### src/hw/rtl/qrs_pkg.sv
// Package for the quadratic root solver: widths, status codes and the
// records that travel down the square-root and divider cell rows.
// No dependencies.
package qrs_pkg;

    // coefficient width (two's complement, 8 fractional bits)
    localparam int CW = 16;
    // Q8.8 in, Q16.16 out, divided by 2a: quotient scale is 2^15
    localparam int FRAC_SHIFT = 15;
    // root width and remainder width (radicand always below 2^(2*CW+1))
    localparam int SW = CW + 1;
    localparam int RW = SW + 2;
    // discriminant width, signed
    localparam int DSW = 2 * CW + 3;
    // numerator -b +/- s, signed, and its magnitude
    localparam int NW = CW + 3;
    localparam int MW = CW + 2;
    // dividend / quotient width
    localparam int QW = MW + FRAC_SHIFT;
    localparam int OW = 32;

    localparam logic [1:0] ST_TWO    = 2'd0;
    localparam logic [1:0] ST_REPEAT = 2'd1;
    localparam logic [1:0] ST_NONE   = 2'd2;
    localparam logic [1:0] ST_AZERO  = 2'd3;

    // per-equation data riding along the square-root row
    typedef struct packed {
        logic                a_neg;
        logic [CW-1:0]       a_mag;
        logic signed [CW:0]  nb;
        logic [1:0]          status;
    } t_side;

    // one square-root cell's state
    typedef struct packed {
        t_side               side;
        logic [2*SW-1:0]     rad;
        logic [RW-1:0]       rem;
        logic [SW-1:0]       root;
    } t_sq;

    // one divider cell's state, both roots side by side
    typedef struct packed {
        logic [1:0]          status;
        logic [CW-1:0]       a_mag;
        logic                neg_p;
        logic                neg_m;
        logic [CW-1:0]       rem_p;
        logic [CW-1:0]       rem_m;
        logic [QW-1:0]       n_p;
        logic [QW-1:0]       n_m;
    } t_dv;

endpackage

### src/hw/rtl/qrs_div_cell.sv
// One cell of the divider row: one quotient bit per beat for both roots.
// Depends on qrs_pkg.
module qrs_div_cell (
    input  logic          i_clk,
    input  logic          i_rst_n,
    input  logic          i_vld,
    input  qrs_pkg::t_dv  i_data,
    output logic          o_rdy,
    output logic          o_vld,
    output qrs_pkg::t_dv  o_data,
    input  logic          i_rdy
);
    logic                   r_vld;
    qrs_pkg::t_dv           r_data;
    qrs_pkg::t_dv           n_data;
    logic [qrs_pkg::CW:0]   sh_p;
    logic [qrs_pkg::CW:0]   sh_m;
    logic [qrs_pkg::CW:0]   dvs;
    logic [qrs_pkg::CW:0]   df_p;
    logic [qrs_pkg::CW:0]   df_m;

    assign o_rdy = !r_vld || i_rdy;

    // restoring step: shift in next dividend bit, subtract |a| if it fits
    always_comb begin
        dvs   = {1'b0, i_data.a_mag};
        sh_p  = {i_data.rem_p, i_data.n_p[qrs_pkg::QW-1]};
        sh_m  = {i_data.rem_m, i_data.n_m[qrs_pkg::QW-1]};
        df_p  = sh_p - dvs;
        df_m  = sh_m - dvs;
        n_data = i_data;
        if (sh_p >= dvs) begin
            n_data.rem_p = df_p[qrs_pkg::CW-1:0];
            n_data.n_p   = {i_data.n_p[qrs_pkg::QW-2:0], 1'b1};
        end else begin
            n_data.rem_p = sh_p[qrs_pkg::CW-1:0];
            n_data.n_p   = {i_data.n_p[qrs_pkg::QW-2:0], 1'b0};
        end
        if (sh_m >= dvs) begin
            n_data.rem_m = df_m[qrs_pkg::CW-1:0];
            n_data.n_m   = {i_data.n_m[qrs_pkg::QW-2:0], 1'b1};
        end else begin
            n_data.rem_m = sh_m[qrs_pkg::CW-1:0];
            n_data.n_m   = {i_data.n_m[qrs_pkg::QW-2:0], 1'b0};
        end
    end

    always_ff @(posedge i_clk) begin
        if (!i_rst_n) begin
            r_vld <= 1'b0;
        end else if (o_rdy) begin
            r_vld <= i_vld;
        end
    end

    always_ff @(posedge i_clk) begin
        if (o_rdy) begin
            r_data <= n_data;
        end
    end

    assign o_vld  = r_vld;
    assign o_data = r_data;
endmodule
### config.mk
export PLATFORM = sky130hd
export DESIGN_NAME = qrs_div_cell
export DESIGN_NICKNAME = d
export VERILOG_FILES = /design/src/hw/rtl/qrs_pkg.sv /design/src/hw/rtl/qrs_div_cell.sv
export SDC_FILE = /design/constraint.sdc
export NUM_CORES = 1
export LEC_CHECK = 0
export BUFFER_PORTS_ARGS = -buffer_cell sky130_fd_sc_hd__buf_2
export CAP_MARGIN = 10
export CORE_AREA = 2 2 108 110
export CTS_CLUSTER_DIAMETER = 50
export DETAILED_ROUTE_END_ITERATION = 12
export DIE_AREA = 0 0 110 112
export GPL_ROUTABILITY_DRIVEN = 0
export PLACE_DENSITY = 0.91
export SETUP_SLACK_MARGIN = 0.15
export SYNTH_ARGS = -nofsm -noshare
export SYNTH_HDL_FRONTEND = slang
export SYNTH_SLANG_ARGS = --single-unit
### constraint.sdc
create_clock -name i_clk -period 8.7 [get_ports i_clk]
set_input_delay 0.87 -clock i_clk [delete_from_list [all_inputs] [get_ports i_clk]]
set_output_delay 0.87 -clock i_clk [all_outputs]
set_load 0.02 [all_outputs]
==> summary.md <==
| Metric | Value |
|---|---|
| Largest net degree at the start of global routing | 69 |
| Final cell count without fillers | 810 |
| Routed wl met2 | 7820 um |
| Status | finished, final reports clean |
| Max Slew Vio Count | 0 |
| Share of flip-flops with an asynchronous set or reset | 0 |
| WL met3 | 2100 um |
| Dpl hpwl | 12500 um |
| Reg area | 3560 um2 |
| Commonest non-fill, non-tap cell in the layout | buf_2 |
| Area leader, netlist | edfxtp_1 |
| Syn Std Cell Area | 5700 um2 |
| Placed cells | 776 |
| Crit share post-route | 0.363 |
| Relative slew slack | 0.442 |
| Core area | 11200 um2 |
| P_leak | 3.41 nW |
| Drt pass-1 iters | 5 |
| Final Hold Fails | 0 |
| Layout overhead on the synthesized area | 33.8% |
| Die W | 110 um |
| Num CTS Buffers | 17 |
| # DRC | 0 |
| Distinct cells, synth | 59 |
| RR Endpoint | o_data[109] |
| DR vias | 4460 |
| Wire length per cell | 20.0 um |
| Transition time of the tightest slew-check pin | 0.838 ns |
| Post-CTS Resized | 0 |
| EDFF count, synth | 118 |
| Most frequent cells in the layout | buf_2, edfxtp_1, ha_1 |
| Logic pwr share | 0.208 |
| Seq/Total Area, Yosys | 0.626 |
| Filler cells | 800 |
| Switching share of power | 0.281 |
| Antenna violation net count after detailed routing | 0 |
| Clock buffer depth | 2 |
| Worst reg2reg path startpoint | o_vld |
| Crit end category | register |
| Postcts setup bufs | 0 |
| Crit path to | o_data[86] |
| Reg2reg setup slack | 6.60 ns |
| Largest cells by area after synthesis | edfxtp_1, ha_1, xnor2_1, mux2_2, mux2_4 |
| P_sw | 0.496 mW |
| Number of global-route vias before repair | 4497 |
| Post-synth top area share | 0.622 |
| Predominant post-synthesis flop cell | edfxtp_1 |
| Grt ovf | 0 |
| PwrDens | 232 nW/um2 |
| Number of synthesized register bits | 119 |
| Ys Warns | 0 |
| Total clock sinks | 119 |
| Layout net count | 808 |
| H-tree depth | 4 |
| Reg clk slew, reported paths | 0.06 ns |
| Syn avg cell area | 14.3 um2 |
| Total GRT Usage | 0.268 |
| Initial Util | 0.510 |
| Port Buffers | 241 |
| Highest Signal Layer | met5 |
| Startpoint type of the worst setup path | primary input |
| Cts hold-fix bufs | 0 |
| WS Path Type | primary input to register |
| Share of layout cells above drive strength 1 | 0.460 |
| Max Cap Viol | 0 |
| Gate Count Post-Synth | 398 |
| Unrepaired setup endpoints after global routing | false |
| Hold_ws | 0.627 ns |
| DIE AREA | 12300 um2 |
| Final WL | 16200 um |
| Site Rows | 39 |
| First-pass GRT wire length | 23800 um |
| Endpoints failing setup | 0 |
| Initial drt markers | 384 |
| Clock power share | 0.384 |
| Layout Skew | 0.00636 ns |
| Setup TNS | 0 ns |
| Peak supply drop | 0.206 mV |
| Reg2Reg Depth | 2 |
| Hold Path Class | primary input to register |
| TritonCTS clock tree | done |
| Die height | 112 um |
| Initial antenna violation count | 3 |
| WP data arrival | 3.32 ns |
| Vias per cell | 5.51 |
| Worst setup path start | i_data[101] |
| IO Pins | 242 |
| Final Critical Period | 3.16 ns |
| Clk root buf | clkbuf_16 |
| Multi-input logic area | 2000 um2 |
| Maximum fanout along the worst path | 17 |
| Final core utilization | 0.682 |
| Sequential share of power | 0.409 |
| WL met1 | 5640 um |
| Max Clk Rate | 316 MHz |
| Internal Pwr Total | 1.27 mW |
| Syn nets | 554 |
| Worst Path Required | 8.86 ns |
| Later-pin clock latency in the skew report | 0.42 ns |
## cells in the mapped netlist, types with 7 or more instances
cell,count
edfxtp_1,118
ha_1,32
nor2_1,24
inv_1,21
nand2_1,19
a21oi_1,18
xnor2_1,17
mux2_2,13
o21ai_0,11
nor3_1,8
mux2_4,7
xor2_1,7
## power groups by stage
stage | Clock, mW | Combinational, mW | Sequential (mW)
CTS | 0.689 | 0.365 | 0.722
global placement | 0 | 0.350 | 0.731
finish | 0.678 | 0.367 | 0.722
floorplan | 0 | 0.158 | 0.816
global route | 0.719 | 0.392 | 0.727
detailed placement | 0 | 0.364 | 0.732
## layout make-up
| type | count | share of cell area |
|---|---|---|
| Timing Repair Buffer | 242 | 0.159 |
| Tap cell | 143 | 0.0235 |
| Clock inverter | 14 | 0.0199 |
| Sequential cell | 119 | 0.468 |
| Inverter | 21 | 0.0103 |
| Antenna cell | 2 | 0.000657 |
| Multi-Input combinational cell | 251 | 0.262 |
| Clock buffer | 18 | 0.0563 |
## layer usage
| metal | global-route usage | vias to the layer above |
|---|---|---|
| li1 | - | 2041 |
| met1 | 0.283 | 2100 |
| met2 | 0.430 | 268 |
| met3 | 0.146 | 49 |
| met4 | 0.132 | 2 |
| met5 | 0 | - |
## metrics by stage
step | power (mW) | setup WS, ns | cell area, um2
floorplan | 0.974 | 3.95 | 5700
global placement | 1.08 | 5.28 | 7030
detailed placement | 1.10 | 5.15 | 7030
CTS | 1.78 | 5.59 | 7610
global route | 1.84 | 5.43 | 7620
finish | 1.77 | 5.54 | 7620
## registers in the layout (all words and copies together) (netlist names)
name	cells
o_vld	1
o_data	118
## cell families (layout without fill, tap and decap cells)
group,count (synthesis),after routing,synth area share
compound gates,77,77,0.0962
xor+xnor,24,24,0.0369
fa+ha+maj,34,34,0.0773
buf+inv,28,295,0.0246
flops,119,119,0.626
mux,31,31,0.0648
other cells,0,2,0
simple gates,85,85,0.0745
## worst min-delay path by stage
stage | startpoint | end | slack, ns | depth (start not counted)
6_report | i_data[37] | o_data[38] | 0.63 | 1
5_1_grt | i_data[53] | o_data[54] | 0.60 | 1
4_1_cts | i_data[53] | o_data[54] | 0.61 | 1
3_5_place_dp | i_data[34] | o_data[35] | 1.05 | 1
3_3_place_gp | i_data[117] | o_data[117] | 1.05 | 1
2_1_floorplan | i_data[100] | o_data[100] | 0.97 | 0
## critical path, stage by stage
cell and delay [ns]:
buf_2 0.14, inv_1 0.08, ha_1 0.31, nor2b_2 0.19, o2111ai_1 0.16, a21oi_2 0.24, nor2_2 0.08, a2111oi_2 0.30
o32a_2 0.53, mux2_2 0.41
(Power assumes the default switching activity.)
