File: config.mk
export PLATFORM = sky130hd
export DESIGN_NAME = qrs_sqrt_cell
export DESIGN_NICKNAME = d
export VERILOG_FILES = /design/src/hw/rtl/qrs_pkg.sv /design/src/hw/rtl/qrs_sqrt_cell.sv
export SDC_FILE = /design/constraint.sdc
export NUM_CORES = 1
export LEC_CHECK = 0
export BUFFER_PORTS_ARGS = -buffer_cell sky130_fd_sc_hd__buf_2
export CAP_MARGIN = 25
export CORE_MARGIN = 2
export CORE_UTILIZATION = 46
export CTS_BUF_LIST = sky130_fd_sc_hd__clkbuf_16
export CTS_CLUSTER_DIAMETER = 80
export CTS_CLUSTER_SIZE = 40
export DETAILED_ROUTE_END_ITERATION = 16
export GPL_TIMING_DRIVEN = 1
export PLACE_DENSITY = 0.77
export SLEW_MARGIN = 10
export SYNTH_ARGS = -nofsm -noshare
export SYNTH_HDL_FRONTEND = slang
export SYNTH_SLANG_ARGS = --single-unit
File: constraint.sdc
create_clock -name i_clk -period 4.5 [get_ports i_clk]
set_clock_uncertainty 0.2 [all_clocks]
set_input_delay 0.45 -clock i_clk [delete_from_list [all_inputs] [get_ports i_clk]]
set_output_delay 0.45 -clock i_clk [all_outputs]
set_load 0.01 [all_outputs]
File: src/hw/rtl/qrs_pkg.sv
// Package for the quadratic root solver: widths, status codes and the
// records that travel down the square-root and divider cell rows.
// No dependencies.
package qrs_pkg;

    // coefficient width (two's complement, 8 fractional bits)
    localparam int CW = 16;
    // Q8.8 in, Q16.16 out, divided by 2a: quotient scale is 2^15
    localparam int FRAC_SHIFT = 15;
    // root width and remainder width (radicand always below 2^(2*CW+1))
    localparam int SW = CW + 1;
    localparam int RW = SW + 2;
    // discriminant width, signed
    localparam int DSW = 2 * CW + 3;
    // numerator -b +/- s, signed, and its magnitude
    localparam int NW = CW + 3;
    localparam int MW = CW + 2;
    // dividend / quotient width
    localparam int QW = MW + FRAC_SHIFT;
    localparam int OW = 32;

    localparam logic [1:0] ST_TWO    = 2'd0;
    localparam logic [1:0] ST_REPEAT = 2'd1;
    localparam logic [1:0] ST_NONE   = 2'd2;
    localparam logic [1:0] ST_AZERO  = 2'd3;

    // per-equation data riding along the square-root row
    typedef struct packed {
        logic                a_neg;
        logic [CW-1:0]       a_mag;
        logic signed [CW:0]  nb;
        logic [1:0]          status;
    } t_side;

    // one square-root cell's state
    typedef struct packed {
        t_side               side;
        logic [2*SW-1:0]     rad;
        logic [RW-1:0]       rem;
        logic [SW-1:0]       root;
    } t_sq;

    // one divider cell's state, both roots side by side
    typedef struct packed {
        logic [1:0]          status;
        logic [CW-1:0]       a_mag;
        logic                neg_p;
        logic                neg_m;
        logic [CW-1:0]       rem_p;
        logic [CW-1:0]       rem_m;
        logic [QW-1:0]       n_p;
        logic [QW-1:0]       n_m;
    } t_dv;

endpackage

File: src/hw/rtl/qrs_sqrt_cell.sv
// One cell of the square-root row: resolves one root bit per beat.
// Depends on qrs_pkg.
module qrs_sqrt_cell (
    input  logic          i_clk,
    input  logic          i_rst_n,
    input  logic          i_vld,
    input  qrs_pkg::t_sq  i_data,
    output logic          o_rdy,
    output logic          o_vld,
    output qrs_pkg::t_sq  o_data,
    input  logic          i_rdy
);
    logic                       r_vld;
    qrs_pkg::t_sq               r_data;
    qrs_pkg::t_sq               n_data;
    logic [qrs_pkg::RW-1:0]     rem_sh;
    logic [qrs_pkg::RW-1:0]     trial;

    assign o_rdy = !r_vld || i_rdy;

    // bring down two radicand bits, try root*4+1
    always_comb begin
        rem_sh = {i_data.rem[qrs_pkg::RW-3:0],
                  i_data.rad[2*qrs_pkg::SW-1 -: 2]};
        trial  = {i_data.root, 2'b01};
        n_data = i_data;
        n_data.rad = {i_data.rad[2*qrs_pkg::SW-3:0], 2'b00};
        if (rem_sh >= trial) begin
            n_data.rem  = rem_sh - trial;
            n_data.root = {i_data.root[qrs_pkg::SW-2:0], 1'b1};
        end else begin
            n_data.rem  = rem_sh;
            n_data.root = {i_data.root[qrs_pkg::SW-2:0], 1'b0};
        end
    end

    always_ff @(posedge i_clk) begin
        if (!i_rst_n) begin
            r_vld <= 1'b0;
        end else if (o_rdy) begin
            r_vld <= i_vld;
        end
    end

    always_ff @(posedge i_clk) begin
        if (o_rdy) begin
            r_data <= n_data;
        end
    end

    assign o_vld  = r_vld;
    assign o_data = r_data;
endmodule

==> results of run 1 <==
[per-layer routing]
metal,share of wire (%),up-vias,global-route usage [%]
li1,-,1535,-
met1,35,1530,21.0
met2,52,150,36.4
met3,10,23,6.85
met4,3.1,0,9.21
met5,0,-,0
[worst min path at each step]
stage	start	to	slack, ns	cells after the start
2_1_floorplan	i_data[100]	o_data[100]	0.35	0
3_3_place_gp	i_data[53]	o_data[55]	0.43	1
3_5_place_dp	i_data[97]	o_data[97]	0.43	1
4_1_cts	i_data[36]	o_data[38]	0.08	1
5_1_grt	i_data[59]	o_data[61]	0.07	1
6_report	i_data[57]	o_data[59]	0.09	1
[state kept, by name (all words and copies together) (netlist names)]
signal / cells
o_data: 104
o_vld: 1
[area by class of cell]
class	count	area, um2	share of cell area [%]
antenna	1	2.50	0.0416
clock buffer	9	225	3.75
clock inverter	6	85.1	1.42
inverter	27	101	1.69
multi-input combinational	153	1200	19.9
sequential	105	3140	52.3
tap	133	166	2.77
timing repair buffer	216	1090	18.1
[Yosys cell counts, types with 2 or more instances]
cell and n:
a21oi_1 22, a31oi_1 3, and2_1 2, buf_4 4, edfxtp_1 104, ha_1 19
inv_1 27, mux2_2 9, mux2_4 5, nand2_1 12, nand2_2 2, nand2b_1 2
nand3_1 3, nand4_1 4, nor2_1 12, o211ai_1 5, o21a_1 3, o21ai_0 8
o21bai_1 3, or3_4 2, xnor2_1 8, xor2_1 6
[cells by family (layout without fill, tap and decap cells)]
kind of cell	Yosys count	after routing	share of synthesized area, %
DFF	105	105	69.9
AOI/OAI and AO/OA	60	60	9.27
and+or+nand+nor	43	43	4.84
buffers and inverters	34	258	3.73
adders and majority gates	19	19	5.29
muxes	15	15	4.15
xor gates and xnor gates	14	14	2.73
other	1	3	0.0834
[critical path: stages]
cell      delay, ns
buf_2          0.09
inv_1          0.04
ha_1           0.37
a211oi_1       0.27
nand3_1        0.16
and2_1         0.24
a31oi_2        0.26
o21a_1         0.36
buf_4          0.32
mux2_2         0.37
[through the flow]
step / hold slack (ns) / total power, W / instances
final: 0.0866 / 0.00242 / 650
after global routing: 0.0737 / 0.00251 / 649
after CTS: 0.0767 / 0.00244 / 649
after detailed placement: 0.428 / 0.00163 / 634
after global placement: 0.428 / 0.00161 / 634
after floorplan: 0.349 / 0.00146 / 292
[power by group]
| group | switching, W | internal [W] |
|---|---|---|
| clock | 0.000327 | 0.000483 |
| sequential | 0.0000200 | 0.00118 |
| combinational | 0.000226 | 0.000183 |
==> impl_metrics.yaml, run 1 <==
floorplan:
  core_area_mm2: 0.00964
  initial_core_util_pct: 46.6
  dieArea_mm2: 0.0106
  rows: 36
  die_x_um: 103
  io_pins: 218
  dieHeight_um: 103
critical_path:
  rrSetupSlack_ns: 2.46
  worstReg2RegStart: "o_vld"
  critical_path_class: "in -> reg"
  endpoint: "o_data[20]"
  crit_path_start_kind: "input pin"
  worstReg2RegEnd: "o_data[50]"
  endpoint_kind: "flop"
  startpoint: "i_data[4]"
  arrival_ns: 2.94
  r2r_cells: 2
  crit_fanout: 14
  worstPathRequired_ns: 4.39
cts:
  cts_tree: "yes"
  numCtsBuffers: 9
  clockBufferDepth: 2
  path_clk_slew_ns: 0.07
  numClockSinks: 105
  clk_latency_ns: 0.33
  ctsHtreeMaxLevel: 3
  postCtsResizedCells: 0
  post_cts_buffers: 0
  ctsHoldBuffers: 0
  cts-root-buf: "clkbuf_16"
outcome:
  outcome: "finished clean"
yosys:
  synth_async_sr_flop_share_pct: 0
  synth_area_leaders: "edfxtp_1 (69%), ha_1 (5.3%), a21oi_1 (2.4%), inv_1 (2.3%), mux2_2 (2.3%)"
  synth_top_area_share_pct: 69.5
  synth_cells: 291
  synth_flop_cell: "edfxtp_1"
  synth_area_mm2: 0.00450
  ys_warn_count: 0
  ys_ff_latch: 105
  synth_edf_count: 104
  yosys.area.top_type: "edfxtp_1"
  synth_cell_type_count: 48
  avgSynthCellArea_um2: 15.4
  seq_area_frac_synth_pct: 69.9
sta:
  hold_viol_final: 0
  final-setup-viol-count: 0
  rsz0062_at_grt: "false"
  fin_crit_ns: 3.05
  setup_tns_ns: 0
  worstMarginPinSlew_ns: 0.886
  fin_ws_ns: 1.45
  relSlewSlack_pct: 40.9
  fmax_mhz: 327
  final.period_utilization_pct: 67.9
  slew_viol_final: 0
route:
  drtAntennaViolNets: 0
  vias_per_cell: 4.98
  wl_um: 11100
  drc_errors: 0
  firstDrtPassIters: 4
  wire_per_inst_um: 17.1
  drt_iter0_markers: 157
  vias: 3238
grt:
  grt_max_degree: 69
  grt_overflow: 0
  grt_pass1_wl_um: 15900
  track_usage_pct: 20.1
  first_global_vias: 3137
  antenna_found_initial: 0
worst_hold_path:
  worst_hold_path_type: "in -> reg"
placement:
  place_ws_ns: 1.13
  postPlaceCellArea_mm2: 0.00570
  gp_congestion: 0.874
  numPortBuffers: 213
  dp_hpwl_um: 8650
finish:
  final_nets: 641
  postLayoutCoreUtil_pct: 62.3
  fin_area_mm2: 0.00601
  final_cell_mix: "buf_2 (213), edfxtp_1 (104), inv_1 (29), a21oi_1 (22), ha_1 (19)"
  drive_above_1_share_pct: 49.2
  fillerInstances: 776
  syn2layout_area_growth_pct: 33.6
  final_common_cell: "buf_2"
power:
  power.leakage_nw: 2.73
  powerDensity_mw_per_mm2: 402
  ir_worst_vdd_uv: 173
job:
  drv_cap: 0
No activity file was read; power rests on OpenSTA's default activity.
==> run 2: changes to the inputs <==
clock period = 3 ns   (was 4.5 ns; I/O delays follow)
==> impl_metrics.yaml, run 2 (same netlist as run 1, synthesis figures left out) <==
cts:
  clk_latency_ns: 0.34
  ctsHtreeMaxLevel: 3
  path_clk_slew_ns: 0.07
  clockBufferDepth: 2
  cts-root-buf: "clkbuf_16"
  numClockSinks: 105
  cts_tree: "yes"
  numCtsBuffers: 9
grt:
  grt_max_degree: 52
  met2_usage_pct: 47.1
  gr-usage-met1_pct: 33.6
  grt_pass1_wl_um: 21900
  grt_overflow: 0
  antenna_found_initial: 1
  grtUsageMet3_pct: 10.9
  first_global_vias: 3881
  grt-busiest-layer: "met2"
  track_usage_pct: 29.0
finish:
  final_cell_mix: "buf_2 (213), edfxtp_1 (104), dlygate4sd3_1 (86), inv_1 (27), a21oi_1 (22)"
  drive_above_1_share_pct: 44.8
  final_common_cell: "buf_2"
  largest_register_ffs: 104
  syn2layout_area_growth_pct: 56.2
  final_nets: 735
  fin_area_mm2: 0.00702
route:
  drtAntennaViolNets: 0
  drt_iter0_markers: 276
  firstDrtPassIters: 4
  vias_per_cell: 5.09
  drc_errors: 0
  wire_per_inst_um: 20.4
  vias: 3790
  wl_um: 15200
sta:
  rsz0062_at_grt: "false"
  setup_tns_ns: 0
  relSlewSlack_pct: 54.8
  holdWs_ns: 0.0745
  worstMarginPinSlew_ns: 0.678
  fmax_mhz: 341
  slew_viol_final: 0
  final-setup-viol-count: 0
  hold_viol_final: 0
  fin_crit_ns: 2.93
  final.period_utilization_pct: 97.7
floorplan:
  initial_core_util_pct: 46.6
  core_area_mm2: 0.00964
  dieHeight_um: 103
  die_x_um: 103
  io_pins: 218
  rows: 36
  dieArea_mm2: 0.0106
critical_path:
  cp_slowest_cell: "dlygate4sd3_1"
  critical_path_class: "in -> reg"
  worstPathRequired_ns: 2.89
  cp_cell_sequence: "dlygate4sd3_1, buf_2, inv_1, ha_2, nand2_2, or3_4, o221ai_4, a21oi_2, o21a_1, buf_4, mux2_4"
  cp_num_buf_inv: 4
  critPathTopFamily: "buffers and inverters"
  rrSetupSlack_ns: 0.85
  arrival_ns: 2.82
  crit_path_start_kind: "input pin"
  endpoint_kind: "flop"
  crit_fanout: 5
  max_stage_delay_ns: 0.54
power:
  ir_worst_vdd_uv: 319
  p_int_w: 0.00288
  power_frac_clock_pct: 33.7
  power.leakage_nw: 3.14
  swShare_pct: 26.0
  power_switching_w: 0.00101
  powerDensity_mw_per_mm2: 554
  finalPower_w: 0.00389
  power_frac_comb_pct: 19.7
  seq_power_share_pct: 46.6
placement:
  dp_hpwl_um: 8630
  postPlaceCellArea_mm2: 0.00577
  gp_congestion: 0.872
  numPortBuffers: 213
worst_hold_path:
  worst_hold_path_type: "in -> reg"
outcome:
  outcome: "finished clean"
job:
  drv_cap: 0
==> run 2: per-stage QoR <==
stage	setup WS (ns)	std cells	utilization, %
finish	0.0692	745	72.9
detailed placement	0.127	641	59.9
CTS	0.00480	743	72.2
global route	0.00441	745	72.9
floorplan	0.356	292	-
global placement	0.160	641	59.9
==> run 2: repair_timing <==
action | CTS | global route
buffers inserted | 0 | 1
hold buffers | 86 | 0
hold endpoints to repair | 85 | 0
setup endpoints to repair | 0 | 14
gates resized for setup | 0 | 13
==> run 2: worst reg2reg max path, cell delays in order (launching register included) <==
cell,delay [ns]
dfxtp_1,0.41
nand2b_4,0.40
buf_12,0.35
a21boi_0,0.17
dlygate4sd3_1,0.58
==> run 2: layout make-up <==
class / instances / area (um2)
Sequential cell: 105 / 3140
Fill cell: 641 / 2620
Timing Repair Buffer: 310 / 2030
Multi-Input combinational cell: 153 / 1250
Clock buffer: 9 / 225
Tap cell: 133 / 166
Clock inverter: 7 / 101
Inverter: 27 / 101
Antenna cell: 1 / 2.50
==> run 2: worst paths after layout <==
check,from,end,cells past startpoint
max,i_data[9],o_data[31],11
min,i_data[21],o_data[23],2
max reg2reg,o_vld,o_vld,4
min reg2reg,o_vld,o_data[90],1
==> run 2: routing by layer <==
metal / up-vias / part of all wire [%]
met2: 219 / 49
met3: 53 / 8.6
met4: 0 / 4.9
met1: 1800 / 37
met5: - / 0
li1: 1718 / -
==> run 2: power by group through the flow <==
stage	Sequential [W]	Combinational, W	Clock [W]
3_5_place_dp	0.00183	0.000633	0
2_1_floorplan	0.00191	0.000282	0
3_3_place_gp	0.00182	0.000621	0
6_report	0.00181	0.000767	0.00131
4_1_cts	0.00180	0.000729	0.00129
5_1_grt	0.00182	0.000826	0.00138
==> run 3: changes to the inputs <==
CTS_BUF_LIST = not set   (was sky130_fd_sc_hd__clkbuf_16)
==> impl_metrics.yaml, run 3 (same netlist as run 1, synthesis figures left out) <==
outcome:
  outcome: "finished clean"
grt:
  grt_pass1_wl_um: 20900
  first_global_vias: 3846
  grt_max_degree: 52
  antenna_found_initial: 0
  grt_overflow: 0
  track_usage_pct: 27.3
critical_path:
  worstReg2RegEnd: "o_vld"
  endpoint: "o_data[20]"
  r2r_cells: 4
  endpoint_kind: "flop"
  worstReg2RegStart: "o_vld"
  arrival_ns: 2.82
  crit_fanout: 14
  critical_path_class: "in -> reg"
  rrSetupSlack_ns: 0.86
  worstPathRequired_ns: 2.92
  startpoint: "i_data[11]"
  crit_path_start_kind: "input pin"
route:
  drtAntennaViolNets: 0
  firstDrtPassIters: 8
  drc_errors: 0
  vias: 3797
  wl_um: 14700
  wire_per_inst_um: 19.7
  drt_iter0_markers: 247
  vias_per_cell: 5.10
finish:
  syn2layout_area_growth_pct: 54.1
  fillerInstances: 641
  final_cells: 745
  final_cell_mix: "buf_2 (213), edfxtp_1 (104), dlygate4sd3_1 (86), inv_1 (27), a21oi_1 (21)"
  final_nets: 735
  final_common_cell: "buf_2"
  drive_above_1_share_pct: 44.7
  fin_area_mm2: 0.00693
  largest_register_ffs: 104
sta:
  setup_tns_ns: 0
  fin_crit_ns: 2.90
  final-setup-viol-count: 0
  fin_ws_ns: 0.0975
  fmax_mhz: 345
  worstMarginPinSlew_ns: 0.678
  hold_viol_final: 0
  rsz0062_at_grt: "false"
  relSlewSlack_pct: 54.8
  final.period_utilization_pct: 96.7
  slew_viol_final: 0
floorplan:
  initial_core_util_pct: 46.6
  rows: 36
  io_pins: 218
  dieHeight_um: 103
  die_x_um: 103
  core_area_mm2: 0.00964
  dieArea_mm2: 0.0106
cts:
  clk_latency_ns: 0.36
  path_clk_slew_ns: 0.10
  numClockSinks: 105
  numCtsBuffers: 9
  ctsHtreeMaxLevel: 3
  cts_tree: "yes"
  cts-root-buf: "clkbuf_8"
  clockBufferDepth: 2
power:
  power.leakage_nw: 3.10
  seq_power_share_pct: 50.6
  p_int_w: 0.00262
  swShare_pct: 26.6
  powerDensity_mw_per_mm2: 515
  power_frac_comb_pct: 21.5
  power_frac_clock_pct: 27.9
  power_switching_w: 0.000950
  ir_worst_vdd_uv: 298
  finalPower_w: 0.00357
placement:
  postPlaceCellArea_mm2: 0.00577
  numPortBuffers: 213
  place_ws_ns: 0.127
  gp_congestion: 0.872
  post-place-cells: 641
  dp_hpwl_um: 8630
job:
  drv_cap: 0
worst_hold_path:
  worst_hold_path_type: "in -> reg"
-- run 3: cell types whose count changed in the layout (fill, tap and decap cells not counted), moves of 3 or more --
cell       before  now
clkbuf_16       9    0
ha_1           13   16
ha_2            4    1
clkbuf_8        0    9
-- run 3: layer usage --
layer / track usage [%] / up-vias / part of all wire [%]
li1: - / 1719 / -
met1: 31.5 / 1798 / 36
met2: 47.9 / 237 / 51
met3: 7.46 / 43 / 9.3
met4: 11.8 / 0 / 4.0
met5: 0 / - / 0
-- run 3: worst min path at each step --
stage,startpoint,end,slack [ns],depth (start not counted)
after floorplan,i_data[100],o_data[100],0.20,0
after global placement,i_data[53],o_data[55],0.28,1
after detailed placement,i_data[103],o_data[103],0.28,1
after CTS,i_data[21],o_data[23],0.03,2
after global routing,i_data[20],o_data[22],0.04,2
final,i_data[26],o_data[28],0.05,2
-- run 3: through the flow --
step	hold slack (ns)	utilization, %
finish	0.0519	71.9
global route	0.0433	71.8
CTS	0.0348	71.2
detailed placement	0.278	59.9
global placement	0.278	59.9
floorplan	0.199	-
-- run 3: power groups by stage --
| stage | Clock (W) | Sequential [W] | Combinational, W |
|---|---|---|---|
| 5_1_grt | 0.00106 | 0.00182 | 0.000822 |
| 3_3_place_gp | 0 | 0.00182 | 0.000621 |
| 6_report | 0.000996 | 0.00180 | 0.000768 |
| 3_5_place_dp | 0 | 0.00183 | 0.000633 |
| 2_1_floorplan | 0 | 0.00191 | 0.000282 |
| 4_1_cts | 0.000995 | 0.00180 | 0.000729 |
-- run 3: timing repair --
item / in CTS / in global routing
gates resized for setup: 0 / 13
setup buffers: 0 / 1
endpoints found under the hold margin: 85 / 0
hold buffers: 86 / 0
endpoints found under the setup margin: 0 / 16
-- run 3: critical path, stage by stage --
cell	delay (ns)
dlygate4sd3_1	0.52
buf_2	0.12
inv_1	0.04
ha_1	0.38
nand4_1	0.18
nor2_1	0.10
a32o_2	0.25
a31oi_4	0.19
o21a_1	0.21
buf_12	0.17
mux2_2	0.34
-- run 3: cell type report --
class                           instances  area (um2)  share of cell area [%]
Inverter                               27         101                    1.46
Antenna cell                            1        2.50                  0.0361
Tap cell                              133         166                    2.40
Clock inverter                          7         101                    1.46
Multi-Input combinational cell        153        1250                    18.1
Sequential cell                       105        3140                    45.4
Clock buffer                            9         124                    1.79
Timing Repair Buffer                  310        2030                    29.4
